$ cat src/design/mtsfm_pkg.sv
`timescale 1ns / 1ps
// shared types and constants for the mono to stereo fir mixer
// no dependencies; used by every module of the block

package mtsfm_pkg;

	localparam int MAX_TAPS   = 256;
	localparam int ADDR_W     = $clog2(MAX_TAPS);
	localparam int TAP_CNT_W  = $clog2(MAX_TAPS + 1);
	localparam int IDX_W      = 8;
	localparam int SMP_W      = 16;
	localparam int ACC_W      = 40;
	localparam int GAIN_W     = 7;
	localparam int GAIN_FULL  = 127;

	localparam logic signed [ACC_W-1:0] ACC_ROUND  = ACC_W'(1 << 14);
	localparam logic signed [ACC_W-1:0] ACC_SAT_HI = 40'sh00_3FFF_FFFF;
	localparam logic signed [ACC_W-1:0] ACC_SAT_LO = 40'shFF_C000_0000;

	// register indexes of the configuration port
	localparam int REG_IDX_W = 1;
	localparam logic [REG_IDX_W-1:0] REG_TAP_COUNT = 1'b0;
	localparam logic [REG_IDX_W-1:0] REG_MIX_GAIN  = 1'b1;
	localparam logic [TAP_CNT_W-1:0] TAP_COUNT_RST = TAP_CNT_W'(1);
	localparam logic [GAIN_W-1:0]    MIX_GAIN_RST  = GAIN_W'(GAIN_FULL);

	typedef enum logic {
		OP_LOAD = 1'b0,
		OP_PUSH = 1'b1
	} op_t;

	// one classified request between front and back
	typedef struct packed {
		op_t                     op;
		logic [IDX_W-1:0]        idx;
		logic signed [SMP_W-1:0] d0;   // tap_left or sample
		logic signed [SMP_W-1:0] d1;   // tap_right or mix_left
		logic signed [SMP_W-1:0] d2;   // mix_right
	} entry_t;

	// filter sums and mix values handed from the mac to the output stage
	typedef struct packed {
		logic signed [ACC_W-1:0] acc_l;
		logic signed [ACC_W-1:0] acc_r;
		logic signed [SMP_W-1:0] mix_l;
		logic signed [SMP_W-1:0] mix_r;
	} res_t;

	typedef enum logic [1:0] {
		ST_IDLE,
		ST_RUN,
		ST_DRAIN,
		ST_DONE
	} mac_state_t;

endpackage

$ cat src/design/mtsfm_front.sv
`timescale 1ns / 1ps
// front end: accepts requests, classifies them and holds them in a two-entry queue
// depends on mtsfm_pkg

module mtsfm_front (
	input  logic                clk,
	input  logic                arst_n,
	input  logic                in_valid,
	output logic                in_ready,
	input  logic                cmd,
	input  logic [7:0]          tap_index,
	input  logic signed [15:0]  tap_left,
	input  logic signed [15:0]  tap_right,
	input  logic signed [15:0]  sample,
	input  logic signed [15:0]  mix_left,
	input  logic signed [15:0]  mix_right,
	output mtsfm_pkg::entry_t   head,
	output logic                head_valid,
	input  logic                pop
);

	mtsfm_pkg::entry_t buf_q [2];
	mtsfm_pkg::entry_t entry;
	logic              wr_q;
	logic              rd_q;
	logic [1:0]        cnt_q;
	logic              push_in;
	logic              pop_ok;

	always_comb begin
		entry.op  = mtsfm_pkg::op_t'(cmd);
		entry.idx = tap_index;
		if (entry.op == mtsfm_pkg::OP_PUSH) begin
			entry.d0 = sample;
			entry.d1 = mix_left;
			entry.d2 = mix_right;
		end else begin
			entry.d0 = tap_left;
			entry.d1 = tap_right;
			entry.d2 = '0;
		end
	end

	assign in_ready   = (cnt_q != 2'd2);
	assign push_in    = in_valid && in_ready;
	assign head_valid = (cnt_q != 2'd0);
	assign pop_ok     = pop && head_valid;
	assign head       = buf_q[rd_q];

	always_ff @(posedge clk) begin
		if (push_in) begin
			buf_q[wr_q] <= entry;
		end
	end

	always_ff @(posedge clk or negedge arst_n) begin
		if (!arst_n) begin
			wr_q  <= 1'b0;
			rd_q  <= 1'b0;
			cnt_q <= 2'd0;
		end else begin
			if (push_in) begin
				wr_q <= ~wr_q;
			end
			if (pop_ok) begin
				rd_q <= ~rd_q;
			end
			cnt_q <= cnt_q + 2'(push_in) - 2'(pop_ok);
		end
	end

endmodule

$ cat config.mk
export PLATFORM = sky130hd
export DESIGN_NAME = mtsfm_front
export DESIGN_NICKNAME = d
export VERILOG_FILES = /design/src/design/mtsfm_pkg.sv /design/src/design/mtsfm_front.sv
export SDC_FILE = /design/constraint.sdc
export NUM_CORES = 1
export LEC_CHECK = 0
export BUFFER_PORTS_ARGS = -buffer_cell sky130_fd_sc_hd__buf_2
export CAP_MARGIN = 10
export CORE_UTILIZATION = 51
export CTS_CLUSTER_DIAMETER = 80
export DETAILED_ROUTE_END_ITERATION = 12
export PLACE_DENSITY = 0.8
export SLEW_MARGIN = 15
export SYNTH_ARGS = -nofsm -noshare
export SYNTH_HDL_FRONTEND = slang
export SYNTH_SLANG_ARGS = --single-unit
$ cat constraint.sdc
create_clock -name clk -period 3.9 [get_ports clk]
set_input_delay 0.39 -clock clk [delete_from_list [all_inputs] [get_ports clk]]
set_output_delay 0.39 -clock clk [all_outputs]
set_load 0.05 [all_outputs]
==> flow_metrics.tcl <==
set metrics [dict create \
    outcome "finished clean" \
    crit_type "flip-flop to output pin" \
    rsz0062_at_grt "no" \
    area_delta_synth_final_pct 30.9 \
    required_ns 3.51 \
    cpLargestDelayFamily "flip-flops" \
    ctsHtreeMaxLevel 4 \
    cts_made_buffers 17 \
    mostFrequentLayoutCells "151 x buf_2, 114 x edfxtp_1, 69 x mux2_2" \
    cts_hold_buf 1 \
    worst_slew_pin_slew_ns 0.979 \
    max_stage_delay_ns 0.65 \
    reg2reg_to "buf_q[0][5]" \
    dieArea_mm2 0.00996 \
    crit_path_end_kind "output pin" \
    yosysUniqueCellTypes 18 \
    drt_wl_total_mm 8.32 \
    postRouteAntennaNets 0 \
    max_freq_mhz 399 \
    rows 35 \
    clock-root-buffer "clkbuf_8" \
    clock_latency_ns 0.50 \
    rr_startpoint "cnt_q[0]" \
    whs_ns 0.0745 \
    regArea_mm2 0.00352 \
    leakage_nw 2.54 \
    hold_class "input port to flip-flop" \
    final_util_pct 69.1 \
    crit_chain "buf_12 > mux2_2 > buf_2" \
    first_global_vias 2796 \
    vias 2676 \
    yosysSeqAreaShare_pct 72.2 \
    power.total_mw 5.60 \
    cp_max_fo 43 \
    grt.overflow.total 0 \
    cts_resized 0 \
    portBuffers 151 \
    dp_hpwl_mm 5.37 \
    die_w_um 99.8 \
    synth.avg_cell_area_um2 19.8 \
    num-fill-cells 636 \
    path_clk_slew_ns 0.06 \
    gp_congestion 0.681 \
    avgRoutedWirePerCell_um 15.0 \
    syn_area_mm2 0.00488 \
    core_area_mm2 0.00924 \
    crit_start "rd_q" \
    grt_usage_pct 17.8 \
    crit_path_end "head[15]" \
    relSlewSlack_pct 34.7 \
    ys_warn_count 0 \
    drv_cap 0 \
    cp_slowest_cell "dfrtp_2" \
    viasPerCell 4.84 \
    worst-path-buf-inv 2 \
    setup_violations 0 \
    synth_area_leader_cell "edfxtp_1" \
    cp_num_cells 3 \
    syn_nets 342 \
    mostFrequentLayoutCell "buf_2" \
    irDropWorstVdd_uv 538 \
    drtIter0Drc 75 \
    drc_errors 0 \
    setup-tns-final_ns 0 \
    synth_area_leaders "edfxtp_1 70%, mux2_2 16%, mux2_4 6.2%, and2_1 2.2%, dfrtp_1 2.1%" \
    ys_ff_latch 118 \
    dr.pass1.iters 4 \
    syn_inst 247 \
    grt_first_pass_wirelength_mm 12.9 \
    clock-sinks 118 \
    pin_count 152 \
    worst_setup_path_start_kind "flip-flop" \
    finClkSkew_ns 0.0103 \
    chipHeight_um 99.8 \
    initial_core_util_pct 52.8 \
    ff2ff_setup_slack_ns 1.79 \
    final_hold_viol_count 0 \
    worst_ep_arrival_time_ns 2.12 \
    power.density_mw_per_mm2 877 \
    min_period_ns 2.51 \
    reg2regPathDepth 4 \
    synth_top_area_share_pct 70.2 \
    antenna_found_initial 1 \
    slew_violations 0 \
    cts_setup_buffers 0 \
    drive_gt1_share_pct 65.2 \
    cts_buffer_depth 2 \
    multi_input_area_mm2 0.00128 \
    final_nets 505 \
    cts_tree "yes" \
    period_share_pct 64.3 \
    grt_max_degree 51 \
]
synth_stat cells:
library cell / n
nand2_1: 1
xnor2_1: 3
ha_1: 2
nor2_1: 1
or2_1: 1
xor2_1: 1
mux2_2: 69
clkbuf_1: 1
buf_2: 5
buf_4: 1
mux2_4: 20
and2_1: 17
dfrtp_1: 4
nand2b_1: 1
edfxtp_1: 114
buf_6: 4
and3_1: 1
inv_1: 1
logic make-up after synthesis:
| group | share of synthesized area [%] |
|---|---|
| XOR/XNOR | 0.718 |
| adder cells (fa/ha/maj) | 0.513 |
| flip-flops | 72.2 |
| multiplexers | 22.1 |
| AND/OR/NAND/NOR | 2.72 |
| buffers and inverters | 1.74 |
sequential cells by signal, indices dropped and copies added (netlist names):
name and flops:
rd_q 1, wr_q 1, cnt_q 2, buf_q 114
power by group:
group,total [mW],switching [mW],internal (mW),leakage [nW]
Clock,1.59,0.548,1.04,0.286
Sequential,1.86,0.113,1.75,1.11
Combinational,2.15,1.50,0.653,1.15
Total,5.60,2.16,3.44,2.54
worst min path at each step:
stage                       startpoint      endpoint  slack, ns  depth (start not counted)
after floorplan                 arst_n      cnt_q[0]       0.09                          0
after detailed placement        arst_n      cnt_q[1]       0.21                          1
after global routing      tap_index[0]  buf_q[0][48]       0.04                          1
final                     tap_index[0]  buf_q[1][48]       0.07                          1
after global placement          arst_n      cnt_q[0]       0.20                          1
after CTS                 tap_index[0]  buf_q[0][48]       0.05                          1
per-stage QoR:
| stage | area, µm² | instances | setup slack (ns) |
|---|---|---|---|
| 6_report | 6390 | 553 | 1.39 |
| 5_1_grt | 6380 | 552 | 1.29 |
| 4_1_cts | 6380 | 552 | 1.36 |
| 3_5_place_dp | 5760 | 519 | 1.78 |
| 3_3_place_gp | 5760 | 519 | 1.88 |
| 2_1_floorplan | 4880 | 247 | 0.0168 |
cell type report:
cell class	count	area share, %
sequential	118	55.2
multi-input combinational	117	20.0
timing repair buffer	155	12.5
clock buffer	17	6.48
clock inverter	15	3.15
tap	129	2.53
inverter	1	0.0588
antenna	1	0.0392
per-layer routing:
layer  vias to the layer above  track usage, %  share of wire (%)
met3                         8            7.73                7.6
met2                       114            29.4                 50
li1                       1291               -                  -
met4                         0            8.48                1.1
met5                         -               0                  0
met1                      1263            19.8                 42
Power figures use the tool's default switching activity.
