**config.mk**
```make
export PLATFORM = sky130hd
export DESIGN_NAME = mtsfm_post
export DESIGN_NICKNAME = d
export VERILOG_FILES = /design/src/design/mtsfm_pkg.sv /design/src/design/mtsfm_post.sv
export SDC_FILE = /design/constraint.sdc
export NUM_CORES = 1
export LEC_CHECK = 0
export BUFFER_PORTS_ARGS = -buffer_cell sky130_fd_sc_hd__buf_2
export CORE_MARGIN = 3
export CORE_UTILIZATION = 40
export DETAILED_ROUTE_END_ITERATION = 10
export SLEW_MARGIN = 20
export SYNTH_ARGS = -nofsm -noshare
export SYNTH_HDL_FRONTEND = slang
export SYNTH_SLANG_ARGS = --single-unit
export TNS_END_PERCENT = 50
```
**constraint.sdc**
```tcl
create_clock -name clk -period 26.7 [get_ports clk]
set_input_delay 2.67 -clock clk [delete_from_list [all_inputs] [get_ports clk]]
set_output_delay 2.67 -clock clk [all_outputs]
set_load 0.1 [all_outputs]
```
**src/design/mtsfm_pkg.sv**
```systemverilog
`timescale 1ns / 1ps
// shared types and constants for the mono to stereo fir mixer
// no dependencies; used by every module of the block

package mtsfm_pkg;

	localparam int MAX_TAPS   = 256;
	localparam int ADDR_W     = $clog2(MAX_TAPS);
	localparam int TAP_CNT_W  = $clog2(MAX_TAPS + 1);
	localparam int IDX_W      = 8;
	localparam int SMP_W      = 16;
	localparam int ACC_W      = 40;
	localparam int GAIN_W     = 7;
	localparam int GAIN_FULL  = 127;

	localparam logic signed [ACC_W-1:0] ACC_ROUND  = ACC_W'(1 << 14);
	localparam logic signed [ACC_W-1:0] ACC_SAT_HI = 40'sh00_3FFF_FFFF;
	localparam logic signed [ACC_W-1:0] ACC_SAT_LO = 40'shFF_C000_0000;

	// register indexes of the configuration port
	localparam int REG_IDX_W = 1;
	localparam logic [REG_IDX_W-1:0] REG_TAP_COUNT = 1'b0;
	localparam logic [REG_IDX_W-1:0] REG_MIX_GAIN  = 1'b1;
	localparam logic [TAP_CNT_W-1:0] TAP_COUNT_RST = TAP_CNT_W'(1);
	localparam logic [GAIN_W-1:0]    MIX_GAIN_RST  = GAIN_W'(GAIN_FULL);

	typedef enum logic {
		OP_LOAD = 1'b0,
		OP_PUSH = 1'b1
	} op_t;

	// one classified request between front and back
	typedef struct packed {
		op_t                     op;
		logic [IDX_W-1:0]        idx;
		logic signed [SMP_W-1:0] d0;   // tap_left or sample
		logic signed [SMP_W-1:0] d1;   // tap_right or mix_left
		logic signed [SMP_W-1:0] d2;   // mix_right
	} entry_t;

	// filter sums and mix values handed from the mac to the output stage
	typedef struct packed {
		logic signed [ACC_W-1:0] acc_l;
		logic signed [ACC_W-1:0] acc_r;
		logic signed [SMP_W-1:0] mix_l;
		logic signed [SMP_W-1:0] mix_r;
	} res_t;

	typedef enum logic [1:0] {
		ST_IDLE,
		ST_RUN,
		ST_DRAIN,
		ST_DONE
	} mac_state_t;

endpackage

```
**src/design/mtsfm_post.sv**
```systemverilog
`timescale 1ns / 1ps
// output stage: saturate and scale the sums, apply gain/127, add mix, hold the result
// depends on mtsfm_pkg

module mtsfm_post (
	input  logic                               clk,
	input  logic                               arst_n,
	input  logic [mtsfm_pkg::GAIN_W-1:0]       mix_gain,
	input  mtsfm_pkg::res_t                    res,
	input  logic                               res_valid,
	output logic                               res_ready,
	output logic                               out_valid,
	input  logic                               out_ready,
	output logic signed [15:0]                 mixed_left,
	output logic signed [15:0]                 mixed_right
);

	localparam int SW = mtsfm_pkg::SMP_W;
	localparam int MW = SW + mtsfm_pkg::GAIN_W + 1;

	// clamp to [-2^30, 2^30-1] then arithmetic shift by 15
	function automatic logic signed [SW-1:0] sat_shift(logic signed [mtsfm_pkg::ACC_W-1:0] a);
		logic signed [mtsfm_pkg::ACC_W-1:0] c;
		c = a;
		if (a > mtsfm_pkg::ACC_SAT_HI) begin
			c = mtsfm_pkg::ACC_SAT_HI;
		end else if (a < mtsfm_pkg::ACC_SAT_LO) begin
			c = mtsfm_pkg::ACC_SAT_LO;
		end
		return c[30:15];
	endfunction

	// quotient estimate by 1/127 = sum of 128^-k, exact within three counts
	function automatic logic [SW-1:0] quot_est(logic [MW-1:0] a);
		return SW'(a >> 7) + SW'(a >> 14) + SW'(a >> 21);
	endfunction

	function automatic logic [9:0] rem_est(logic [MW-1:0] a, logic [SW-1:0] q0);
		logic [MW-1:0] m;
		m = (MW'(q0) << 7) - MW'(q0);
		return 10'(a - m);
	endfunction

	function automatic logic [SW-1:0] quot_fix(logic [SW-1:0] q0, logic [9:0] r);
		logic [SW-1:0] q;
		logic [9:0]    rr;
		q  = q0;
		rr = r;
		for (int i = 0; i < 4; i++) begin
			if (rr >= 10'(mtsfm_pkg::GAIN_FULL)) begin
				rr = rr - 10'(mtsfm_pkg::GAIN_FULL);
				q  = q + SW'(1);
			end
		end
		return q;
	endfunction

	function automatic logic signed [SW-1:0] mix_sat(logic neg, logic [SW-1:0] q,
		logic signed [SW-1:0] mix);
		logic signed [SW:0]   sq;
		logic signed [SW+1:0] sum;
		sq  = neg ? -$signed({1'b0, q}) : $signed({1'b0, q});
		sum = (SW+2)'(sq) + (SW+2)'(mix);
		if (sum > (SW+2)'(32767)) begin
			return 16'sh7FFF;
		end else if (sum < -(SW+2)'(32768)) begin
			return 16'sh8000;
		end
		return sum[SW-1:0];
	endfunction

	logic              v_s1, v_s2;
	logic signed [MW-1:0] p_l_s1, p_r_s1;
	logic signed [SW-1:0] mix_l_s1, mix_r_s1, mix_l_s2, mix_r_s2;
	logic              neg_l_s2, neg_r_s2;
	logic [SW-1:0]     q0_l_s2, q0_r_s2;
	logic [9:0]        r_l_s2, r_r_s2;
	logic              out_v_q;
	logic signed [SW-1:0] mixed_left_q, mixed_right_q;
	logic [MW-1:0]     a_l, a_r;
	logic              adv_out, adv_s2, s2_free;

	assign adv_out   = v_s2 && (!out_v_q || out_ready);
	assign s2_free   = !v_s2 || adv_out;
	assign adv_s2    = v_s1 && s2_free;
	assign res_ready = !v_s1 || adv_s2;

	assign a_l = p_l_s1[MW-1] ? MW'(-p_l_s1) : MW'(p_l_s1);
	assign a_r = p_r_s1[MW-1] ? MW'(-p_r_s1) : MW'(p_r_s1);

	always_ff @(posedge clk) begin
		if (res_valid && res_ready) begin
			p_l_s1   <= sat_shift(res.acc_l) * $signed({1'b0, mix_gain});
			p_r_s1   <= sat_shift(res.acc_r) * $signed({1'b0, mix_gain});
			mix_l_s1 <= res.mix_l;
			mix_r_s1 <= res.mix_r;
		end
		if (adv_s2) begin
			neg_l_s2 <= p_l_s1[MW-1];
			neg_r_s2 <= p_r_s1[MW-1];
			q0_l_s2  <= quot_est(a_l);
			q0_r_s2  <= quot_est(a_r);
			r_l_s2   <= rem_est(a_l, quot_est(a_l));
			r_r_s2   <= rem_est(a_r, quot_est(a_r));
			mix_l_s2 <= mix_l_s1;
			mix_r_s2 <= mix_r_s1;
		end
		if (adv_out) begin
			mixed_left_q  <= mix_sat(neg_l_s2, quot_fix(q0_l_s2, r_l_s2), mix_l_s2);
			mixed_right_q <= mix_sat(neg_r_s2, quot_fix(q0_r_s2, r_r_s2), mix_r_s2);
		end
	end

	always_ff @(posedge clk or negedge arst_n) begin
		if (!arst_n) begin
			v_s1    <= 1'b0;
			v_s2    <= 1'b0;
			out_v_q <= 1'b0;
		end else begin
			if (res_ready) begin
				v_s1 <= res_valid;
			end
			if (s2_free) begin
				v_s2 <= adv_s2;
			end
			if (adv_out) begin
				out_v_q <= 1'b1;
			end else if (out_ready) begin
				out_v_q <= 1'b0;
			end
		end
	end

	assign out_valid   = out_v_q;
	assign mixed_left  = mixed_left_q;
	assign mixed_right = mixed_right_q;

`ifndef SYNTH
	a_no_overwrite: assert property (@(posedge clk) disable iff (!arst_n)
		out_valid && !out_ready |=> out_valid && $stable(mixed_left) && $stable(mixed_right))
		else $error("held result overwritten");

	a_s2_hold: assert property (@(posedge clk) disable iff (!arst_n)
		v_s2 && !adv_out |=> v_s2 && $stable(q0_l_s2) && $stable(r_l_s2))
		else $error("stalled quotient stage lost its value");

	a_rem_range: assert property (@(posedge clk) disable iff (!arst_n)
		v_s2 |-> r_l_s2 < 10'd508 && r_r_s2 < 10'd508)
		else $error("quotient estimate off by more than three");
`endif

endmodule

```
==> results.yml, run 1 <==
cts:
  cts_setup_buffers: 0
  cts_resized: 0
  insertion_delay_ns: 0.54
  clock_path_buffers: 3
  cts_sinks: 201
  postCtsHoldBufs: 0
  cts-root-buf: "clkbuf_16"
  clkTransAtPathRegs_ns: 0.06
  cts_tree: "yes"
  cts_max_level: 1
  cts_buffers: 24
worst_setup_path:
  slowest_stage: "o21ai_1"
  crit_path_frequent_cell: "o21ai_0"
  crit_path_end_kind: "flop"
  critPathKind: "flop to flop"
  slowest_delay_ns: 0.84
  start_kind: "flop"
  arrival_ns: 11.56
  critPathRequiredTime_ns: 26.99
  cp_max_fo: 18
die:
  core_area_sq_mm: 0.0635
  rows: 92
  die-area_sq_mm: 0.0677
  dieHeight_microns: 260
  ios: 157
  die_x_microns: 260
  start_util: 0.407
outcome:
  status: "finished clean"
synthesis:
  postSynthCellCount: 2855
  synthTopCellsByArea: "edfxtp_1 (23%), fa_1 (14%), ha_1 (10%)"
  async_reset_ff_frac: 0.0149
  synthesis.area_sq_mm: 0.0259
  ys.flop_type: "edfxtp_1"
  synth-seq-cells: 201
  ys_types: 107
  synth.net_count: 3379
  yosysWarnings: 0
  avgSynthCellArea_sq_um: 9.06
  synth-edff-count: 198
  synth_top_cell_area_share: 0.230
  yosys-top-cells-count: "inv_1 (411), ha_1 (216), xnor2_1 (203), edfxtp_1 (198), fa_1 (185)"
  post-synth-top-count-cell: "inv_1"
  synth-seq-area-share: 0.233
  synth_top_cell_by_area: "edfxtp_1"
sta:
  drv_slew: 0
  rsz0062_at_grt: "no"
  skew_ns: 0.0114
  whs_ns: 0.417
  finalCritPeriodShare: 0.422
  slew_headroom: 0.280
  hold_viol_final: 0
  worst_pin_slew_ns: 1.08
  setup_violations: 0
  setup_tns_ns: 0
  post-route-min-period_ns: 11.27
  timing.fmax_mhz: 88.8
finish:
  nets: 3462
  insertedDiodeCount: 0
  area_growth_pct: 8.49
  finalNonFillerCells: 3801
  top_regs: "p_l_s1 x24, p_r_s1 x24"
  final_layout_size_suffix_gt1_frac: 0.0812
route:
  first_pass_iters: 5
  vias: 20117
  first_iter_violations: 1008
  ant_nets: 0
  routed_wl_mm: 58.4
  wl_per_cell_microns: 15.4
  via_per_inst: 5.29
  drc: 0
global_route:
  grt_max_degree: 76
  grt_pass1_vias: 20119
  gr-total-overflow: 0
  grt_pass1_wl_mm: 97.7
  antenna_found_initial: 0
  track_usage: 0.171
flow_run:
  drv_cap: 0
placement:
  dp_hpwl_mm: 47.2
  numPortBuffers: 126
  gp_congestion: 0.828
  placed_cells: 3758
min_path:
  hold_path_class: "flop to flop"
-- metrics by stage --
step / setup slack (ns) / instance area [sq um] / utilization
2_1_floorplan: 17.92 / 25900 / -
3_3_place_gp: 15.79 / 27300 / 0.429
3_5_place_dp: 15.56 / 27300 / 0.429
4_1_cts: 15.54 / 28000 / 0.441
5_1_grt: 14.53 / 28100 / 0.442
6_report: 15.43 / 28100 / 0.442
-- layer usage --
metal / up-vias / wire (microns) / track usage
li1: 10030 / - / -
met1: 9585 / 27300 / 0.229
met2: 420 / 27500 / 0.297
met3: 82 / 2210 / 0.0151
met4: 0 / 1340 / 0.0449
met5: - / 0 / 0
-- final cells by class --
| type | count | area [sq um] |
|---|---|---|
| fillers | 6179 | 35500 |
| multi-input cells | 2169 | 18000 |
| flip-flops and latches | 201 | 6020 |
| inverters | 411 | 1540 |
| well taps | 846 | 1060 |
| repair buffers | 131 | 668 |
| clock buffers | 29 | 641 |
| clock inverters | 14 | 133 |
-- worst max-delay path, delay by kind of cell (launching register included) --
| kind | cells | cell delay, ns |
|---|---|---|
| AOI/OAI and AO/OA | 23 | 7.21 |
| buffers and inverters | 3 | 0.25 |
| adders and majority gates | 5 | 1.79 |
| and+or+nand+nor | 7 | 0.97 |
| xor gates and xnor gates | 1 | 0.38 |
| DFF | 1 | 0.45 |
-- logic make-up after synthesis --
family                   share of synthesized area
AO/OA/AOI/OAI                                0.157
XOR/XNOR                                    0.0940
adder cells (fa/ha/maj)                      0.248
buffers and inverters                       0.0719
flip-flops                                   0.233
multiplexers                                0.0118
AND/OR/NAND/NOR                              0.185
-- worst paths after layout --
kind	from	endpoint	slack, ns	depth (start not counted)
max reg2reg	r_l_s2[0]	mixed_left[14]	15.43	39
max	r_l_s2[0]	mixed_left[14]	15.43	39
max in group asynchronous	arst_n	out_valid	24.68	1
min	mix_l_s1[14]	mix_l_s2[14]	0.42	0
min reg2reg	mix_l_s1[14]	mix_l_s2[14]	0.42	0
min in group asynchronous	arst_n	v_s2	1.92	1
-- cell usage in the layout, fill, tap and decap left out, types with 12 or more instances in the layout --
master / Yosys / layout
inv_1: 411 / 411
or2_2: 15 / 15
nand2b_1: 62 / 62
and3_1: 24 / 24
fa_1: 185 / 185
xnor2_1: 203 / 203
o211ai_1: 16 / 16
or3_1: 21 / 21
o31ai_1: 23 / 23
nand2_1: 182 / 182
and2_1: 57 / 55
o21ai_0: 121 / 121
a31oi_1: 26 / 26
o21bai_1: 20 / 20
clkbuf_16: 0 / 25
a21boi_0: 21 / 21
a21oi_1: 132 / 130
edfxtp_1: 198 / 198
nor2_1: 129 / 129
nor3_1: 43 / 43
o21a_1: 14 / 14
xor2_1: 72 / 72
buf_2: 16 / 126
nor4_1: 21 / 21
or4_1: 15 / 15
nand3_1: 53 / 53
a21o_1: 48 / 48
nand4_1: 31 / 31
mux2i_1: 20 / 20
ha_1: 216 / 216
o21ai_1: 12 / 12
nor2b_1: 161 / 161
Power of run 1 is not shown: default switching activity piles up to over one toggle a cycle in this logic, so the estimate is an artifact.
==> inputs of run 2 (changes only) <==
==> constraint.sdc (replaced) <==
create_clock -name clk -period 10.6 [get_ports clk]
set_input_delay 1.06 -clock clk [delete_from_list [all_inputs] [get_ports clk]]
set_output_delay 1.06 -clock clk [all_outputs]
set_load 0.1 [all_outputs]
==> run 2 against run 1 <==
Fmax increased by 16%. Clock skew shrank 0.0037 ns. Register-to-register slack got worse by 15 ns. Via count about the same. Utilization grew 0.23 points. Final area is 0.53% higher. Non-clock buffer count increased by 9. Count of clock-buffer cells in the layout down 4. Cell count rose by 0.32%. Critical path depth is 1 higher. Flip-flop and latch count unchanged.
==> results.yml, run 2 (synthesized netlist as in run 1, its figures left out) <==
route:
  first_pass_iters: 5
  ant_nets: 0
  drc: 0
  via_per_inst: 5.28
  wl_per_cell_microns: 15.3
  routed_wl_mm: 58.4
  vias: 20114
  first_iter_violations: 1087
global_route:
  grt_max_degree: 77
  grt_pass1_vias: 20122
  antenna_found_initial: 0
  grt_pass1_wl_mm: 98.5
  track_usage: 0.173
  gr-total-overflow: 0
worst_setup_path:
  arrival_ns: 9.97
  critPathRequiredTime_ns: 10.90
  cp.buffers_inverters: 4
  regToRegStartpoint: "r_l_s2[0]"
  slowest_delay_ns: 0.49
  critPathKind: "flop to flop"
  cp_max_fo: 15
  r2r_cells: 40
  rr_endpoint: "mixed_left[14]"
  slowest_stage: "ha_1"
  crit_path_end_kind: "flop"
  worstSetupEndpoint: "mixed_left[14]"
  cp.depth: 40
  crit_path_frequent_cell: "o21ai_0"
  crit_path_start: "r_l_s2[0]"
  cp_top_family: "compound AO/OA/AOI/OAI gates"
  ff2ff_setup_slack_ns: 0.93
  start_kind: "flop"
finish:
  nets: 3472
  fillers: 6198
  layout_commonest_cell: "inv_1"
  top_regs: "p_l_s1 x24, p_r_s1 x24"
  multi_input_area_sq_mm: 0.0180
  mostFrequentLayoutCells: "inv_1 (411), ha_1 (216), xnor2_1 (202)"
  area_growth_pct: 9.07
  insertedDiodeCount: 0
  seqCellArea_sq_mm: 0.00602
  final_layout_size_suffix_gt1_frac: 0.0870
cts:
  cts_max_level: 1
  clock_path_buffers: 3
  cts_sinks: 201
  cts_buffers: 25
  insertion_delay_ns: 0.54
  cts-root-buf: "clkbuf_16"
  cts_tree: "yes"
  clkTransAtPathRegs_ns: 0.06
sta:
  rsz0062_at_grt: "no"
  finalCritPeriodShare: 0.913
  hold_viol_final: 0
  setup_violations: 0
  timing.fmax_mhz: 103
  worst_pin_slew_ns: 1.07
  slew_headroom: 0.285
  setup_tns_ns: 0
  skew_ns: 0.00769
  drv_slew: 0
  post-route-min-period_ns: 9.67
die:
  core_area_sq_mm: 0.0635
  dieHeight_microns: 260
  die_x_microns: 260
  start_util: 0.407
  die-area_sq_mm: 0.0677
  ios: 157
  rows: 92
placement:
  gp_congestion: 0.840
  numPortBuffers: 126
  dp_hpwl_mm: 47.4
flow_run:
  drv_cap: 0
min_path:
  hold_path_class: "input pin to asynchronous set/reset pin"
outcome:
  status: "finished clean"
[run 2: cell types whose count changed in the layout (fill, tap and decap cells not counted), sizes merged]
| cell | change |
|---|---|
| inv | +4 |
| clkinv | +1 |
| buf | +9 |
| clkbuf | -4 |
| clkinvlp | +2 |
[run 2: repair_timing]
action,4_1_cts,5_1_grt
setup buffers,0,2
hold buffers,0,0
endpoints found under the setup margin,0,30
resized for setup,0,3
[run 2: worst register-to-register path, delay by kind of cell, from the launching register on]
| kind | cells | cell delay [ns] |
|---|---|---|
| AOI/OAI and AO/OA | 22 | 5.45 |
| adders and majority gates | 5 | 1.71 |
| and+or+nand+nor | 7 | 0.84 |
| buffers and inverters | 4 | 0.56 |
| DFF | 1 | 0.45 |
| xor gates and xnor gates | 1 | 0.27 |
| muxes | 1 | 0.15 |
[run 2: cell type report]
type,instances,share of cell area
Clock buffer,25,0.0222
Clock inverter,21,0.00759
Inverter,411,0.0547
Multi-Input combinational cell,2169,0.638
Sequential cell,201,0.213
Tap cell,846,0.0375
Timing Repair Buffer,140,0.0261
[run 2: routing by layer]
metal	global-route usage	wire length, microns
met4	0.0403	1170
met2	0.301	27700
met1	0.232	27300
met5	0	0
met3	0.0164	2190
[run 2: stage by stage]
| step | setup WS [ns] | utilization | hold slack (ns) | cell area (sq um) | instances |
|---|---|---|---|---|---|
| after floorplan | 1.82 | - | 0.400 | 25900 | 2855 |
| after CTS | 0.731 | 0.443 | 0.255 | 28200 | 3811 |
| after detailed placement | 0.781 | 0.430 | 0.405 | 27300 | 3765 |
| after global routing | 0.0841 | 0.444 | 0.275 | 28200 | 3813 |
| after global placement | 0.900 | 0.430 | 0.402 | 27300 | 3765 |
| final | 0.925 | 0.444 | 0.301 | 28200 | 3813 |
[run 2: worst min path at each step]
stage,start,endpoint,cells past startpoint
after CTS,arst_n,out_valid,1
after floorplan,mix_l_s1[0],mix_l_s2[0],0
final,arst_n,out_valid,1
after global routing,arst_n,out_valid,1
after detailed placement,mix_r_s1[15],mix_r_s2[15],0
after global placement,mix_r_s1[15],mix_r_s2[15],0
Power of run 2 is left out for the same reason.
